==> config.mk <==
export PLATFORM = sky130hd
export DESIGN_NAME = edpm_div_cell
export DESIGN_NICKNAME = d
export VERILOG_FILES = /design/src/design/edpm_pkg.sv /design/src/design/edpm_div_cell.sv
export SDC_FILE = /design/constraint.sdc
export NUM_CORES = 1
export LEC_CHECK = 0
export BUFFER_PORTS_ARGS = -buffer_cell sky130_fd_sc_hd__buf_2
export CAP_MARGIN = 20
export CORE_AREA = 3 3 415 417
export DETAILED_ROUTE_END_ITERATION = 6
export DIE_AREA = 0 0 418 420
export HOLD_SLACK_MARGIN = 0.08
export PLACE_DENSITY = 0.35
export SYNTH_ARGS = -nofsm -noshare
export SYNTH_HDL_FRONTEND = slang
export SYNTH_SLANG_ARGS = --single-unit
export TNS_END_PERCENT = 1
==> constraint.sdc <==
create_clock -name clk -period 3.1 [get_ports clk]
set_input_delay 0.155 -clock clk [delete_from_list [all_inputs] [get_ports clk]]
set_output_delay 0.155 -clock clk [all_outputs]
set_load 0.03 [all_outputs]
==> src/design/edpm_pkg.sv <==
// ----------------------------------------------------------------------------
// edpm_pkg: shared types and helpers for the exact drift map
// Widths, item and pass-along records, split multiplier helpers.
// ----------------------------------------------------------------------------
package edpm_pkg;

  localparam int DATA_W        = 48;
  localparam int CFG_W         = 47;
  localparam int HALF_W        = 24;
  localparam int WIDE_W        = 96;
  localparam int SUM_W         = 98;
  localparam int FRAC_BITS_DEF = 32;
  localparam int CFG_IDX_W     = 1;

  typedef enum logic [CFG_IDX_W-1:0] {
    CFG_INV_BETA0 = 1'b0,
    CFG_DRIFT_LEN = 1'b1
  } cfg_idx_t;

  typedef logic signed [DATA_W-1:0] coord_t;

  typedef struct packed {
    coord_t x;
    coord_t px;
    coord_t y;
    coord_t py;
    coord_t tau;
    coord_t delta;
    coord_t pt;
    coord_t s;
  } item_t;

  typedef struct packed {
    coord_t x;
    coord_t y;
    coord_t tau;
    coord_t s;
    coord_t px;
    coord_t py;
    coord_t pt;
    logic   bad;
  } carry_t;

  typedef struct packed {
    coord_t new_x;
    coord_t new_y;
    coord_t new_tau;
    coord_t new_s;
    logic   invalid;
  } result_t;

  typedef struct packed {
    logic [2*HALF_W-1:0] hh;
    logic [2*HALF_W-1:0] hl;
    logic [2*HALF_W-1:0] lh;
    logic [2*HALF_W-1:0] ll;
  } pp_t;

  // magnitude of a signed value one bit wider than a coordinate
  function automatic logic [DATA_W-1:0] mag(input logic [DATA_W:0] v);
    logic [DATA_W:0] n;
    n = v[DATA_W] ? (~v + 1'b1) : v;
    return n[DATA_W-1:0];
  endfunction

  function automatic pp_t mul_parts(input logic [DATA_W-1:0] a,
                                    input logic [DATA_W-1:0] b);
    pp_t p;
    p.hh = a[DATA_W-1:HALF_W] * b[DATA_W-1:HALF_W];
    p.hl = a[DATA_W-1:HALF_W] * b[HALF_W-1:0];
    p.lh = a[HALF_W-1:0] * b[DATA_W-1:HALF_W];
    p.ll = a[HALF_W-1:0] * b[HALF_W-1:0];
    return p;
  endfunction

  function automatic logic [WIDE_W-1:0] pp_sum(input pp_t p);
    return (WIDE_W'(p.hh) << (2*HALF_W)) + (WIDE_W'(p.hl) << HALF_W) +
           (WIDE_W'(p.lh) << HALF_W) + WIDE_W'(p.ll);
  endfunction

endpackage

==> src/design/edpm_div_cell.sv <==
// ----------------------------------------------------------------------------
// edpm_div_cell: one quotient bit
// Restoring division step for quotient bit BIT.
// ----------------------------------------------------------------------------
module edpm_div_cell import edpm_pkg::*; #(
  parameter int BIT = 0
) (
  input  logic              clk,
  input  logic              rst_n,
  input  logic              en,
  input  logic              i_vld,
  input  carry_t            i_carry,
  input  logic [WIDE_W-1:0] i_rem,
  input  logic [DATA_W-1:0] i_quo,
  input  logic [DATA_W-1:0] i_den,
  output logic              o_vld,
  output carry_t            o_carry,
  output logic [WIDE_W-1:0] o_rem,
  output logic [DATA_W-1:0] o_quo,
  output logic [DATA_W-1:0] o_den
);

  logic              vld_r;
  carry_t            carry_r;
  logic [WIDE_W-1:0] rem_r, rem_nxt;
  logic [DATA_W-1:0] quo_r, quo_nxt;
  logic [DATA_W-1:0] den_r;
  logic [WIDE_W:0]   trial;
  logic              ge;

  always_comb begin
    trial   = (WIDE_W+1)'(i_den) << BIT;
    ge      = ({1'b0, i_rem} >= trial);
    rem_nxt = ge ? (i_rem - trial[WIDE_W-1:0]) : i_rem;
    quo_nxt = ge ? (i_quo | (DATA_W'(1) << BIT)) : i_quo;
  end

  always_ff @(posedge clk) begin
    if (!rst_n) begin
      vld_r <= 1'b0;
    end else if (en) begin
      vld_r <= i_vld;
    end
  end

  always_ff @(posedge clk) begin
    if (en) begin
      carry_r <= i_carry;
      rem_r   <= rem_nxt;
      quo_r   <= quo_nxt;
      den_r   <= i_den;
    end
  end

  assign o_vld   = vld_r;
  assign o_carry = carry_r;
  assign o_rem   = rem_r;
  assign o_quo   = quo_r;
  assign o_den   = den_r;

endmodule

[Word level (Yosys, flattened, before mapping)]
Index checks and enable logic that the tools add are counted.
Word-level totals
  register bits after elaboration: 530
  latch bits: 0
  memory bits (writable): 0
  ROM bits: 0
  bits of input ports: 533
  output and inout bits: 530
  logic and storage cells: 16
  memories: 0
Cells by class
  add/sub/neg operators: 1
  multipliers: 0
  divide/modulo/power cells: 0
  $lt $le $gt $ge: 1
  equal/unequal tests: 0
  shifts and indexed selects: 0
  mux-type cells: 1
  bitwise logic cells: 0
  reductions and logical operators: 0
Operator list (count)
  $ge A96 B48 Y1: 1
  $mux W96: 1
  $sub A96 B48 Y96: 1

[Depth between registers and ports, before layout]
  depth after elaboration: 2
  gate-level depth with buffers: 13
  gate-level depth less buffers: 12

[Worst setup path before layout]
Ideal clock, no wire load.
  path type: input -> register
  from: input port i_rem[0]
  to: register rem_r[66] (netlist: o_rem[66]) (data pin)
  library setup time: 256 ps
  arrival: 2841 ps
  data required time: 2844 ps
  slack: 3 ps
  stages on the path: 13
  buffers on the path: 1
  path through: inv_1 > ha_1 > fa_1 > nand2b_1 > a21oi_1 > o21ai_1 > a21oi_1 > a211oi_1 > o21a_1 > or3_1 > buf_2 > o31a_1 > a31o_2
On the way
  cells in the longest elaborated chain, start to end: 2
  elaborated cells between the ends (all ways): 3
  classes of those cells: add/sub (1); order compare (1); mux (1)
RTL lines
  start: declaration: RTL line edpm_div_cell.sv:13  | input logic [WIDE_W-1:0] i_rem,
  $sub A96 B48 Y96 or $ge A96 B48 Y1 (tied branches): RTL line edpm_div_cell.sv:34, edpm_div_cell.sv:33
  $mux W96 *: RTL line edpm_div_cell.sv:34  | rem_nxt = ge ? (i_rem - trial[WIDE_W-1:0]) : i_rem;
  named net rem_nxt[66]: RTL line edpm_div_cell.sv:25  | logic [WIDE_W-1:0] rem_r, rem_nxt;
  end signal: assignment: RTL line edpm_div_cell.sv:49  | rem_r <= rem_nxt;
  end: declaration: RTL line edpm_div_cell.sv:25
The timed path passes the listed nets; every way through them passes the cells marked *.
A chain may end at the register's enable or synchronous reset.

[Worst setup path after layout]
  from: input port i_rem[84]
  to: register rem_r[3] (netlist: o_rem[3]) (data pin)
On the way
  cells in the longest elaborated chain, start to end: 2
RTL lines
  $ge A96 B48 Y1: RTL line edpm_div_cell.sv:33  | ge = ({1'b0, i_rem} >= trial);
  $mux W96: RTL line edpm_div_cell.sv:34
  named net rem_nxt[3]: RTL line edpm_div_cell.sv:25
The timed path passes the listed nets, and every way through them passes these cells.

==> impl_metrics.csv <==
group,metric,value,unit
setup_path,worstPathArrival,3.51,ns
detailed_routing,viasPerCell,3.42,
sta,hold_viol,2,
synthesis,synth_top_area_share,76.5,%
synthesis,syn_nets,1927,
synthesis,syn-instance-count,1345,
synthesis,seq_area_frac_synth,76.6,%
cells_and_area,final_core_util,22.9,%
run_status,outcome,"finished with violations",
placement,io_buffers,1062,
detailed_routing,vias,19041,
detailed_routing,ant_nets,0,
die,die_h,420,um
setup_path,reg2reg_from,"o_vld",
grt,grt_max_degree,63,
sta,slew_viol_final,0,
die,dieArea,176000,sq um
detailed_routing,drt_iter0_drc,930,
sta,worst_pin_slew,0.898,ns
sta,min_period,3.00,ns
clocking,post_cts_buffers,0,
setup_path,worstRegToRegCells,3,
synthesis,yosysWarnings,0,
setup_path,startpoint_type,"input pin",
grt,antenna_found_initial,44,
clocking,cts_tree,"yes",
run_status,violations,"negative hold slack",
synthesis,synth.distinct_cells,57,
grt,first_global_vias,20128,
die,start_util,12.3,%
setup_path,crit_path_end_kind,"flop",
placement,dpl.cell_count,4876,
synthesis,synth_edf_count,529,
setup_path,cp.required,3.61,ns
die,rows,151,
clocking,htree_levels,3,
clocking,root_buffer,"clkbuf_16",
synthesis,synth_top_area_cell,"edfxtp_1",
synthesis,syn_area,20800,sq um
synthesis,synth_flop_cell,"edfxtp_1",
sta,rsz0062_at_grt,"true",
sta,relSlewSlack,40.1,%
die,core,169000,sq um
sta,setup_slack,0.0970,ns
setup_path,timing.rr.end,"o_vld",
synthesis,syn_avg_cell_area,15.4,sq um
hold_path,min_from,"i_den[0]",
grt,grt_pass1_wl,157,mm
hold_path,min_path_type,"in -> reg",
sta,tns,0,ns
run,maxCapViolations,0,
sta,fmax,333,MHz
power_and_ir_drop,total_power,0.0215,W
hold_path,whs_path_depth,1,
synthesis,synthTopCellsByArea,"edfxtp_1 77%, ha_1 2.9%, a21oi_1 2.7%, xor2_1 2.2%, nor2_1 1.8%",
synthesis,async_reset_ff_share,0,%
sta,setup_violations,0,
power_and_ir_drop,ir_worst_vdd,364,uV
clocking,cts_num_sinks,530,
sta,period_share,96.9,%
grt,gr-total-overflow,0,
detailed_routing,post_drt_wl_per_cell,21.2,um
placement,place_hpwl,96.8,mm
cells_and_area,final_cells,5568,
cells_and_area,area_delta_synth_final,86.9,%
grt,grt_use_total,12.9,%
setup_path,crit_fanout,10,
clocking,cts_buffer_depth,3,
die,io_pins,1063,
placement,place_ws,-0.669,ns
synthesis,ys_ff_latch,530,
placement,gp_congestion,0.830,
cells_and_area,final_layout_size_suffix_gt1_share,44.8,%
sta,holdWs,-0.273,ns
detailed_routing,wl,118,mm
detailed_routing,firstDrtPassIters,5,
clocking,cts_buffers,69,
power_and_ir_drop,p_leak,16.1,nW
cells_and_area,nets,3844,
hold_path,min_to,"o_den[0]",
sta,finalClockSkew,0,ns
power_and_ir_drop,p_per_area,555,nW/um^2
setup_path,r2r_setup_slack,1.96,ns
die,die_x,418,um
clocking,insertion_delay,0.66,ns
clocking,clk_pin_slew_worst_paths,0.06,ns
setup_path,critPathKind,"in -> reg",
detailed_routing,drcViolationCount,0,
-- final cells by class --
class / count / area [sq um]
antenna: 32 / 80.1
clock buffer: 83 / 1780
fill: 18273 / 130000
timing repair buffer: 1891 / 13100
tap: 2218 / 2780
multi-input combinational: 709 / 4470
sequential: 530 / 15900
inverter: 61 / 229
clock inverter: 44 / 453
-- logic make-up (layout without fill, tap and decap cells) --
group	Yosys count	after routing	synth area share (%)
flip-flops	530	530	76.6
AND/OR/NAND/NOR	342	342	8.14
AO/OA/AOI/OAI	225	225	6.22
buffers and inverters	106	2079	2.09
XOR/XNOR	92	92	3.88
adder cells (fa/ha/maj)	49	49	2.99
multiplexers	1	1	0.0482
other	0	32	0
-- cells in the mapped netlist (3+ instances only) --
cell / instances
edfxtp_1: 529
a21oi_1: 110
nor2_1: 98
nand2_1: 80
inv_1: 61
xor2_1: 52
ha_1: 48
o21ai_0: 48
xnor2_1: 40
nand4_1: 30
clkbuf_1: 28
nor4_1: 24
nor3_1: 23
nand3_1: 21
or3_1: 15
a31oi_1: 12
a21o_1: 11
buf_2: 10
nand2b_1: 8
o21bai_1: 7
o211ai_1: 6
or2_2: 6
or4_1: 6
and3_1: 5
nor2b_1: 5
o21a_1: 5
a221oi_1: 4
and2_1: 4
o31ai_1: 4
or4_2: 4
buf_1: 3
nor4b_1: 3
o21ai_1: 3
-- through the flow --
stage                     instance area [sq um]  hold WS [ns]
after floorplan                           20800         0.254
after global placement                    31100         0.331
after detailed placement                  31100         0.333
after CTS                                 38600        -0.367
after global routing                      38800        -0.350
final                                     38800        -0.273
-- timing repair --
item / in CTS / in global routing
hold buffers: 531 / 2
endpoints found under the hold margin: 535 / 4
endpoints found under the setup margin: 0 / 52
resized for setup: 0 / 11
-- cells in the final DEF, fill, tap and decap left out, types with 17 or more instances in the layout --
cell              n
buf_2          1061
dlygate4sd3_1   533
edfxtp_1        529
buf_4           278
a21oi_1         109
nor2_1           97
nand2_1          80
clkbuf_16        69
inv_1            61
xor2_1           52
ha_1             48
o21ai_0          47
xnor2_1          40
diode_2          32
nand4_1          30
nor3_1           22
nand3_1          21
nor4_1           21
buf_12           17
-- power by group --
| group | internal, W | switching, W | leakage [nW] |
|---|---|---|---|
| sequential | 0.00862 | 0.000204 | 5.19 |
| clock | 0.00465 | 0.00341 | 1.08 |
| combinational | 0.00174 | 0.00290 | 9.84 |
| total | 0.0150 | 0.00652 | 16.1 |
-- state kept, by name, indices dropped and copies added, names as in the netlist --
signal / count
o_den: 48
o_quo: 48
o_rem: 96
o_carry: 337
o_vld: 1
-- metal layers --
metal / wire length, um / track usage (%) / vias to the layer above
met5: 35 / 0 / -
met4: 6080 / 6.92 / 6
met3: 6290 / 3.26 / 202
met2: 65200 / 24.6 / 670
met1: 40600 / 12.6 / 9181
li1: - / - / 8982
-- critical path, cell delays in order --
cell and delay [ns]:
dlygate4sd3_1 0.55, buf_2 0.16, or4_1 0.55, or3_1 0.40, nor3_4 0.23, nand4_1 0.24
nor2_2 0.18, o21a_1 0.18, buf_6 0.17, nand2_1 0.06, dlygate4sd3_1 0.55, o21ai_0 0.08
-- worst max-delay path by stage --
stage                   start  slack, ns   endpoint
floorplan            i_rem[0]      0.003  o_rem[66]
global placement     i_den[3]      -0.67  o_rem[66]
detailed placement   i_den[3]      -0.67  o_rem[66]
CTS                 i_rem[84]      0.006   o_rem[3]
global route        i_rem[84]      -0.02   o_rem[3]
finish              i_rem[84]        0.1   o_rem[3]
(Power assumes the default switching activity.)
