[src/design/edpm_pkg.sv]
// ----------------------------------------------------------------------------
// edpm_pkg: shared types and helpers for the exact drift map
// Widths, item and pass-along records, split multiplier helpers.
// ----------------------------------------------------------------------------
package edpm_pkg;

  localparam int DATA_W        = 48;
  localparam int CFG_W         = 47;
  localparam int HALF_W        = 24;
  localparam int WIDE_W        = 96;
  localparam int SUM_W         = 98;
  localparam int FRAC_BITS_DEF = 32;
  localparam int CFG_IDX_W     = 1;

  typedef enum logic [CFG_IDX_W-1:0] {
    CFG_INV_BETA0 = 1'b0,
    CFG_DRIFT_LEN = 1'b1
  } cfg_idx_t;

  typedef logic signed [DATA_W-1:0] coord_t;

  typedef struct packed {
    coord_t x;
    coord_t px;
    coord_t y;
    coord_t py;
    coord_t tau;
    coord_t delta;
    coord_t pt;
    coord_t s;
  } item_t;

  typedef struct packed {
    coord_t x;
    coord_t y;
    coord_t tau;
    coord_t s;
    coord_t px;
    coord_t py;
    coord_t pt;
    logic   bad;
  } carry_t;

  typedef struct packed {
    coord_t new_x;
    coord_t new_y;
    coord_t new_tau;
    coord_t new_s;
    logic   invalid;
  } result_t;

  typedef struct packed {
    logic [2*HALF_W-1:0] hh;
    logic [2*HALF_W-1:0] hl;
    logic [2*HALF_W-1:0] lh;
    logic [2*HALF_W-1:0] ll;
  } pp_t;

  // magnitude of a signed value one bit wider than a coordinate
  function automatic logic [DATA_W-1:0] mag(input logic [DATA_W:0] v);
    logic [DATA_W:0] n;
    n = v[DATA_W] ? (~v + 1'b1) : v;
    return n[DATA_W-1:0];
  endfunction

  function automatic pp_t mul_parts(input logic [DATA_W-1:0] a,
                                    input logic [DATA_W-1:0] b);
    pp_t p;
    p.hh = a[DATA_W-1:HALF_W] * b[DATA_W-1:HALF_W];
    p.hl = a[DATA_W-1:HALF_W] * b[HALF_W-1:0];
    p.lh = a[HALF_W-1:0] * b[DATA_W-1:HALF_W];
    p.ll = a[HALF_W-1:0] * b[HALF_W-1:0];
    return p;
  endfunction

  function automatic logic [WIDE_W-1:0] pp_sum(input pp_t p);
    return (WIDE_W'(p.hh) << (2*HALF_W)) + (WIDE_W'(p.hl) << HALF_W) +
           (WIDE_W'(p.lh) << HALF_W) + WIDE_W'(p.ll);
  endfunction

endpackage

[src/design/edpm_sqrt_cell.sv]
// ----------------------------------------------------------------------------
// edpm_sqrt_cell: one root bit
// Decides root bit BIT from the running remainder and passes on.
// ----------------------------------------------------------------------------
module edpm_sqrt_cell import edpm_pkg::*; #(
  parameter int BIT = 0
) (
  input  logic              clk,
  input  logic              rst_n,
  input  logic              en,
  input  logic              i_vld,
  input  carry_t            i_carry,
  input  logic [WIDE_W-1:0] i_rem,
  input  logic [DATA_W-1:0] i_root,
  output logic              o_vld,
  output carry_t            o_carry,
  output logic [WIDE_W-1:0] o_rem,
  output logic [DATA_W-1:0] o_root
);

  logic              vld_r;
  carry_t            carry_r;
  logic [WIDE_W-1:0] rem_r, rem_nxt;
  logic [DATA_W-1:0] root_r, root_nxt;
  logic [WIDE_W:0]   trial;
  logic              ge;

  always_comb begin
    trial = ((WIDE_W+1)'(i_root) << (BIT+1)) + ((WIDE_W+1)'(1) << (2*BIT));
    ge = ({1'b0, i_rem} >= trial);
    rem_nxt  = ge ? (i_rem - trial[WIDE_W-1:0]) : i_rem;
    root_nxt = ge ? (i_root | (DATA_W'(1) << BIT)) : i_root;
  end

  always_ff @(posedge clk) begin
    if (!rst_n) begin
      vld_r <= 1'b0;
    end else if (en) begin
      vld_r <= i_vld;
    end
  end

  always_ff @(posedge clk) begin
    if (en) begin
      carry_r <= i_carry;
      rem_r   <= rem_nxt;
      root_r  <= root_nxt;
    end
  end

  assign o_vld   = vld_r;
  assign o_carry = carry_r;
  assign o_rem   = rem_r;
  assign o_root  = root_r;

endmodule

[config.mk]
export PLATFORM = sky130hd
export DESIGN_NAME = edpm_sqrt_cell
export DESIGN_NICKNAME = d
export VERILOG_FILES = /design/src/design/edpm_pkg.sv /design/src/design/edpm_sqrt_cell.sv
export SDC_FILE = /design/constraint.sdc
export NUM_CORES = 1
export LEC_CHECK = 0
export BUFFER_PORTS_ARGS = -buffer_cell sky130_fd_sc_hd__buf_2
export CAP_MARGIN = 0
export CORE_AREA = 2 2 372 374
export DETAILED_ROUTE_END_ITERATION = 10
export DIE_AREA = 0 0 374 376
export PLACE_DENSITY = 0.43
export SYNTH_ARGS = -nofsm -noshare
export SYNTH_HDL_FRONTEND = slang
export SYNTH_SLANG_ARGS = --single-unit
[constraint.sdc]
create_clock -name clk -period 3 [get_ports clk]
set_clock_uncertainty 0.2 [all_clocks]
set_input_delay 0.3 -clock clk [delete_from_list [all_inputs] [get_ports clk]]
set_output_delay 0.3 -clock clk [all_outputs]
set_load 0.1 [all_outputs]
Yosys cells after proc, flatten, opt, wreduce, memory -nomap -nowiden
Cells that the tools add are included.
{"block": "classes", "n_addsub": 2, "n_mux": 1, "order_cmp": 1}
{"cell": ">= comparator 96 x 50 -> 1 bit", "n": 1}
{"cell": "two-way mux 96 bit", "n": 1}
{"cell": "subtractor 96 x 50 -> 96 bit", "n": 1}
{"cell": "adder 49 x 1 -> 50 bit (second input constant)", "n": 1}
{"block": "word_totals", "ff_bits": 482, "inputBits": 485, "output_inout_bits": 482}

Longest topological paths before layout
Gate-level depths: netlist of the first run.
{"block": "depth", "ltp_word": 3, "mapped_depth": 14}

Worst setup path after synthesis of the first run
No wires, ideal clock.
{"block": "synth_timing", "path_type": "input -> register", "start": "input port i_root[46]", "end": "register rem_r[1], in the netlist o_rem[1], data pin", "path_slack_ps": -255, "t_arrival_ps": 2793, "t_required_ps": 2538, "stages": 12, "setup_time_ps": 262, "cell_sequence": "inv_1 ha_1 buf_2 a21oi_1 o21ai_0 a21o_1 or3b_1 a2111oi_4 o21a_4 buf_6 buf_6 mux2_1"}
{"block": "synth_via", "elab_chain_cells": 3}
{"element": "start: declaration", "line": "edpm_sqrt_cell.sv:14", "source": "input logic [DATA_W-1:0] i_root,"}
{"element": "adder 49 x 1 -> 50 bit", "line": "edpm_sqrt_cell.sv:29", "source": "trial = ((WIDE_W+1)'(i_root) << (BIT+1)) + ((WIDE_W+1)'(1) << (2*BIT));"}
{"element": ">= comparator 96 x 50 -> 1 bit", "line": "edpm_sqrt_cell.sv:30", "source": "ge = ({1'b0, i_rem} >= trial);"}
{"element": "two-way mux 96 bit", "line": "edpm_sqrt_cell.sv:31", "source": "rem_nxt = ge ? (i_rem - trial[WIDE_W-1:0]) : i_rem;"}
{"element": "via rem_nxt[1]", "line": "edpm_sqrt_cell.sv:23", "source": "logic [WIDE_W-1:0] rem_r, rem_nxt;"}
{"element": "end signal: assignment", "line": "edpm_sqrt_cell.sv:46", "source": "rem_r <= rem_nxt;"}
{"element": "end: declaration", "line": "edpm_sqrt_cell.sv:23"}
The timed path passes the listed nets, and every way through them passes these cells.
A chain may end at the register's enable or synchronous reset.

Worst setup path after layout of the first run
{"block": "layout_timing", "start": "input port i_root[10]", "end": "register rem_r[75], in the netlist o_rem[75], data pin"}
{"block": "layout_via", "elab_chain_cells": 3}
{"element": "adder 49 x 1 -> 50 bit *", "line": "edpm_sqrt_cell.sv:29"}
{"element": "subtractor 96 x 50 -> 96 bit or >= comparator 96 x 50 -> 1 bit (tied branches)", "line": "edpm_sqrt_cell.sv:31, edpm_sqrt_cell.sv:30"}
{"element": "two-way mux 96 bit *", "line": "edpm_sqrt_cell.sv:31"}
{"element": "via rem_nxt[75]", "line": "edpm_sqrt_cell.sv:23"}
The timed path passes the listed nets; every way through them passes the cells marked *.

==> results.txt, run 1 <==
Relative slew slack -> 50.6%
Power per cell area -> 636 mW/mm^2
Dpl cells -> 4,425
Worst-Skew Late Latency -> 630 ps
Hpwl dp -> 103 mm
Filler Cells Inserted -> 14,512
Worst Path Required -> 3210 ps
Syn Nets -> 1,838
Routed len/inst -> 24.8 um
Maximum VDD drop -> 0.000467 V
Initial antenna violation count -> 57
Sink Count -> 482
FF+latch count, synth -> 482
GRT overflow -> 0
Final Setup Violations -> 7
Part of the power in the clock network -> 31.2%
Number of enable flip-flop cells after synthesis -> 481
Drt drc -> 0
Max Freq -> 325 MHz
Main area contributors after synthesis -> edfxtp_1, ha_1, nand2_1
Vias post-DR -> 19,202
H-tree depth -> 2
Worst Max-Slew Pin Slew -> 746 ps
Overall routing resource usage -> 17.0%
Largest net degree at the start of global routing -> 71
First-pass GRT wire length -> 164 mm
Yosys warns -> 0
Die area -> 0.141 mm^2
Leak Pwr -> 15.6 nW
PortBufs -> 966
Iter 0 DRT Violations -> 1,166
Critical Setup Path Class -> input pin to register
Starting Density -> 14.3%
Failing checks -> hold timing, setup timing
Number of vias per cell -> 3.81
Post-route core utilization -> 27.3%
Final WL -> 125 mm
Ys async rst share -> 0%
Hold_buf cts -> 485
Vias in the first global route -> 19,645
GRT Max-Usage Layer -> met2
Met2 GRT Util -> 28.9%
Most frequent cells in the layout -> buf_2, dlygate4sd3_1, edfxtp_1
Cell area after synthesis -> 0.0196 mm^2
Final GP Congestion -> 0.928
Maximum buffer depth of the clock tree -> 3
Hold violation count in the final report -> 1
CP Launch Type -> input pin
CTS tree -> done
Switching share of total power -> 39.8%
Top_reg_cell synth -> edfxtp_1
Area Overhead vs Synth -> 90.4%
Final Non-Filler Cells -> 5,045
Cell Rows -> 136
Die X-Extent -> 374 um
Unique masters post-synth -> 74
Worst hold margin -> -185 ps
Comb pwr share -> 33.6%
Met1 global-route usage -> 19.6%
HP Class -> input pin to register
Reg2reg setup slack -> 1630 ps
RSZ-0062 raised after global routing -> yes
Reg power frac -> 35.2%
Status -> finished with violations
GR Util met3 -> 5.23%
Int Pwr -> 0.0143 W
Final net count -> 3,726
Crit path max fanout -> 4
Leading cell type in the layout, fill and taps excluded -> buf_2
Switch Pwr -> 0.00944 W
Final worst setup slack -> -75.4 ps
Antenna Nets Post-Route -> 0
Root Driver -> clkbuf_16
TritonCTS Buffers -> 57
IO Pins -> 967
Total of max-cap violations -> 0
Setup crit end kind -> register
Syn avg cell area -> 15.0 um^2
CTS clock-pin slew for the worst setup and hold paths -> 60 ps
CP Data Arrival Time -> 3290 ps
Min Tclk post-route -> 3080 ps
Seq/Total Area, Yosys -> 73.9%
Slew Viols, Final -> 0
Share of the synthesized area in the top cell type -> 73.8%
Yosys top cell by area -> edfxtp_1
Share of layout cells above drive strength 1 -> 48.3%
Core area -> 0.137 mm^2
Die height -> 376 um
Final period utilization -> 103%
First-pass DRT Iterations -> 5
Mapped Cells -> 1,303
-- per-stage QoR --
step | instance area, um^2 | total power [W] | TNS (ps) | worst slack [ps]
final | 37300 | 0.0237 | -260 | -75.4
after global routing | 37200 | 0.0245 | -770 | -127
after CTS | 36900 | 0.0239 | -129 | -67.9
after detailed placement | 29800 | 0.0158 | -83450 | -1190
after global placement | 29800 | 0.0158 | -82020 | -1170
after floorplan | 19800 | 0.0134 | -1610 | -190
-- power by group through the flow --
stage	logic, W	clock network, W	registers (W)
CTS	0.00797	0.00765	0.00834
global route	0.00823	0.00785	0.00838
detailed placement	0.00733	0	0.00845
global placement	0.00735	0	0.00846
finish	0.00797	0.00741	0.00834
floorplan	0.000715	0	0.0127
-- logic make-up (layout without fill, tap and decap cells) --
group / after synthesis / in the layout / synth area share (%)
xor gates and xnor gates: 93 / 93 / 4.16
buffers and inverters: 94 / 2031 / 2.06
adders and majority gates: 50 / 50 / 3.24
muxes: 2 / 2 / 0.109
and+or+nand+nor: 345 / 345 / 8.84
other: 0 / 11 / 0
DFF: 482 / 482 / 73.9
AOI/OAI and AO/OA: 237 / 237 / 7.68
-- critical path, stage by stage --
cell       delay (ps)
buf_2             110
inv_1              50
ha_2              210
a21oi_2           150
buf_4             160
o211ai_1          190
a2111oi_4         470
buf_4             180
nor3_2             40
a211oi_2          210
buf_4             180
o21ai_4            80
a2111oi_4         310
buf_4             200
buf_12            110
clkbuf_16         130
nand3_2            60
xnor2_1           140
-- path summary, 6_finish.rpt --
kind                      startpoint                   to  cells after the start
setup reg to reg  o_vld$_SDFFE_PN0P_   o_vld$_SDFFE_PN0P_                      3
setup / recovery          i_root[10]  o_rem[75]$_DFFE_PP_                     18
hold / removal              i_rem[1]   o_rem[1]$_DFFE_PP_                      2
hold reg to reg   o_vld$_SDFFE_PN0P_   o_vld$_SDFFE_PN0P_                      3
-- metal layers --
metal | up-vias | share of wire, %
met5 | - | 0.16
met3 | 230 | 8.1
met4 | 32 | 5.4
met2 | 848 | 48
met1 | 9379 | 39
li1 | 8713 | -
-- cell usage after synthesis, drive strengths merged (5+ instances only) --
cell type,instances
nor4,23
buf,18
nand2b,6
edfxtp,481
clkbuf,14
nor2,69
xor2,53
ha,49
or3,5
nand2,129
inv,62
and3,9
o21bai,16
nand3,20
nand3b,6
and2,5
o21a,8
a21o,12
nand4,26
a21oi,76
a31oi,5
xnor2,40
nor3,28
o21ai,87
-- sequential cells by signal (all words and copies together) (netlist names) --
register	flops
o_carry	337
o_rem	96
o_root	48
o_vld	1
-- what timing repair did --
item,in CTS,in global routing
resized for setup,43,60
hold endpoints to repair,509,1
endpoints found under the setup margin,81,79
buffers inserted,3,14
gates cloned,1,1
pin swaps,18,29
-- area by class of cell --
type | count | area (um^2) | area share (%)
sequential | 482 | 14500 | 38.8
timing repair buffer | 1861 | 13000 | 35.0
multi-input combinational | 727 | 5280 | 14.2
tap | 1794 | 2240 | 6.02
clock buffer | 70 | 1480 | 3.96
clock inverter | 38 | 488 | 1.31
inverter | 62 | 258 | 0.692
antenna | 11 | 27.5 | 0.0739
(Power assumes the default switching activity.)
==> inputs of run 2 (changes only) <==
--- a/config.mk
+++ b/config.mk
@@ -10,7 +10,7 @@
 export CORE_AREA = 2 2 372 374
 export DETAILED_ROUTE_END_ITERATION = 10
 export DIE_AREA = 0 0 374 376
-export PLACE_DENSITY = 0.43
+export PLACE_DENSITY = 0.39
 export SYNTH_ARGS = -nofsm -noshare
 export SYNTH_HDL_FRONTEND = slang
 export SYNTH_SLANG_ARGS = --single-unit
==> results.txt, run 2 (synthesis results as in run 1) <==
Root Driver -> clkbuf_16 (unchanged)
Worst hold margin -> 81.2 ps (was -185 ps)
Setup crit end kind -> register (unchanged)
Core area -> 0.137 mm^2 (unchanged)
Share of layout cells above drive strength 1 -> 48.7% (was 48.3%)
Final Non-Filler Cells -> 5,049 (was 5,045)
PortBufs -> 966 (unchanged)
Hold violation count in the final report -> 0 (was 1)
Final WL -> 124 mm (was 125 mm)
H-tree depth -> 2 (unchanged)
Initial antenna violation count -> 54 (was 57)
Most frequent cells in the layout -> buf_2, dlygate4sd3_1, edfxtp_1 (unchanged)
Post-route core utilization -> 27.3% (about the same)
Area Overhead vs Synth -> 90.9% (was 90.4%)
Starting Density -> 14.3% (unchanged)
Area of the multi-input gates -> 0.00538 mm^2 (was 0.00528 mm^2)
Worst path most repeated cell -> buf_4 (unchanged)
Maximum VDD drop -> 0.000385 V (was 0.000467 V)
Die height -> 376 um (unchanged)
Drt drc -> 0 (unchanged)
Largest net degree at the start of global routing -> 67 (was 71)
Worst-Skew Late Latency -> 660 ps (was 630 ps)
IO Pins -> 967 (unchanged)
Leading cell type in the layout, fill and taps excluded -> buf_2 (unchanged)
TritonCTS Buffers -> 60 (was 57)
First-pass GRT wire length -> 162 mm (was 164 mm)
Vias post-DR -> 19,155 (was 19,202)
Overall routing resource usage -> 16.7% (was 17.0%)
Design area -> 0.0374 mm^2 (was 0.0373 mm^2)
Fin Setup TNS -> 0 ps (was -260 ps)
Iter 0 DRT Violations -> 1,148 (was 1,166)
CTS tree -> done (unchanged)
Maximum buffer depth of the clock tree -> 3 (unchanged)
First-pass DRT Iterations -> 5 (unchanged)
Slew Viols, Final -> 0 (unchanged)
Final net count -> 3,726 (unchanged)
Worst Path Required -> 3200 ps (was 3210 ps)
Critical Path Slowest Stage Cell -> or4b_4 (was a2111oi_4)
CTS clock-pin slew for the worst setup and hold paths -> 60 ps (about the same)
Critical Setup Path Class -> input pin to register (unchanged)
Final GP Congestion -> 0.928 (about the same)
Total of max-cap violations -> 0 (unchanged)
Filler Cells Inserted -> 14,428 (was 14,512)
Relative slew slack -> 51.2% (was 50.6%)
Crit path max fanout -> 3 (was 4)
Antenna Nets Post-Route -> 0 (unchanged)
Routed len/inst -> 24.6 um (was 24.8 um)
CP max stage delay -> 530 ps (was 470 ps)
Cell Rows -> 136 (unchanged)
Hpwl dp -> 101 mm (was 103 mm)
Die area -> 0.141 mm^2 (unchanged)
Sink Count -> 482 (unchanged)
Sequential cell area -> 0.0145 mm^2 (unchanged)
Worst Max-Slew Pin Slew -> 738 ps (was 746 ps)
Final period utilization -> 99.9% (was 103%)
Cells along the critical path -> buf_8 -> inv_4 -> ha_4 -> a21oi_2 -> buf_4 -> o211ai_1 -> a2111oi_4 -> buf_4 -> nor2_2 -> a221o_2 -> nand4_1 -> or4b_4 -> nor3_4 -> xor2_1 (was buf_2 -> inv_1 -> ha_2 -> a21oi_2 -> buf_4 -> o211ai_1 -> a2111oi_4 -> buf_4 -> nor3_2 -> a211oi_2 -> buf_4 -> o21ai_4 -> a2111oi_4 -> buf_4 -> buf_12 -> clkbuf_16 -> nand3_2 -> xnor2_1)
HP Class -> input pin to register (unchanged)
Number of vias per cell -> 3.79 (was 3.81)
Vias in the first global route -> 19,651 (was 19,645)
Dpl cells -> 4,420 (was 4,425)
Power per cell area -> 633 mW/mm^2 (was 636 mW/mm^2)
Max Freq -> 334 MHz (was 325 MHz)
CP Launch Type -> input pin (unchanged)
CP Data Arrival Time -> 3190 ps (was 3290 ps)
GRT overflow -> 0 (unchanged)
Post-placement cell area -> 0.0297 mm^2 (was 0.0298 mm^2)
Leak Pwr -> 15.7 nW (was 15.6 nW)
Number of flip-flops in the largest register -> 337 (unchanged)
Min Tclk post-route -> 3000 ps (was 3080 ps)
Final Setup Violations -> 0 (was 7)
Die X-Extent -> 374 um (unchanged)
RSZ-0062 raised after global routing -> yes (unchanged)
Status -> completed (was finished with violations)
-- run 2: changes by cell type in the layout (fill, tap and decap cells not counted), moves of 5 or more --
| cell | previous run | this run |
|---|---|---|
| buf_4 | 390 | 384 |
| clkbuf_1 | 13 | 7 |
| clkbuf_16 | 58 | 63 |
| clkinv_2 | 6 | 11 |
| diode_2 | 11 | 18 |
-- run 2: layout make-up --
class	instances	area share [%]
tap	1794	6.01
inverter	62	0.690
clock buffer	68	4.16
clock inverter	40	1.08
sequential	482	38.7
antenna	18	0.121
multi-input combinational	727	14.4
timing repair buffer	1858	34.8
-- run 2: per-layer routing --
layer	track usage, %	vias to the layer above	wire length, um
li1	-	8727	-
met1	19.0	9335	47600
met2	29.2	875	60400
met3	4.28	210	8690
met4	7.51	8	7290
met5	0	-	48
-- run 2: report_power, final --
part | leakage (nW) | switching, W | internal (W) | total, W
clock network | 0.951 | 0.00315 | 0.00422 | 0.00737
registers | 4.72 | 0.000229 | 0.00811 | 0.00834
logic | 9.98 | 0.00608 | 0.00186 | 0.00794
total | 15.7 | 0.00946 | 0.0142 | 0.0237
-- run 2: worst paths after layout --
check        slack (ps)             endpoint  cells past startpoint          startpoint
min reg2reg         880   o_vld$_SDFFE_PN0P_                      3  o_vld$_SDFFE_PN0P_
min                  80  o_rem[65]$_DFFE_PP_                      4           i_rem[62]
max                   2  o_rem[79]$_DFFE_PP_                     14          i_root[11]
max reg2reg        1640   o_vld$_SDFFE_PN0P_                      3  o_vld$_SDFFE_PN0P_
-- run 2: metrics by stage --
stage          setup WS [ps]  power [W]
6_report                2.49     0.0237
5_1_grt                -60.1     0.0245
4_1_cts                -20.9     0.0240
3_5_place_dp           -1350     0.0158
3_3_place_gp           -1370     0.0158
2_1_floorplan           -190     0.0134
-- run 2: what timing repair did --
| item | 4_1_cts | 5_1_grt |
|---|---|---|
| resized for setup | 42 | 69 |
| pin swaps | 16 | 45 |
| setup endpoints to repair | 93 | 74 |
| gates cloned | 0 | 2 |
| buffers inserted | 7 | 11 |
| hold buffers | 484 | 2 |
| endpoints found under the hold margin | 515 | 1 |
-- run 2: critical path: cells and delay by family --
kind	cells	cell delay [ps]
xor+xnor	1	90
simple gates	4	870
compound gates	4	1220
buf+inv	4	470
fa+ha+maj	1	210
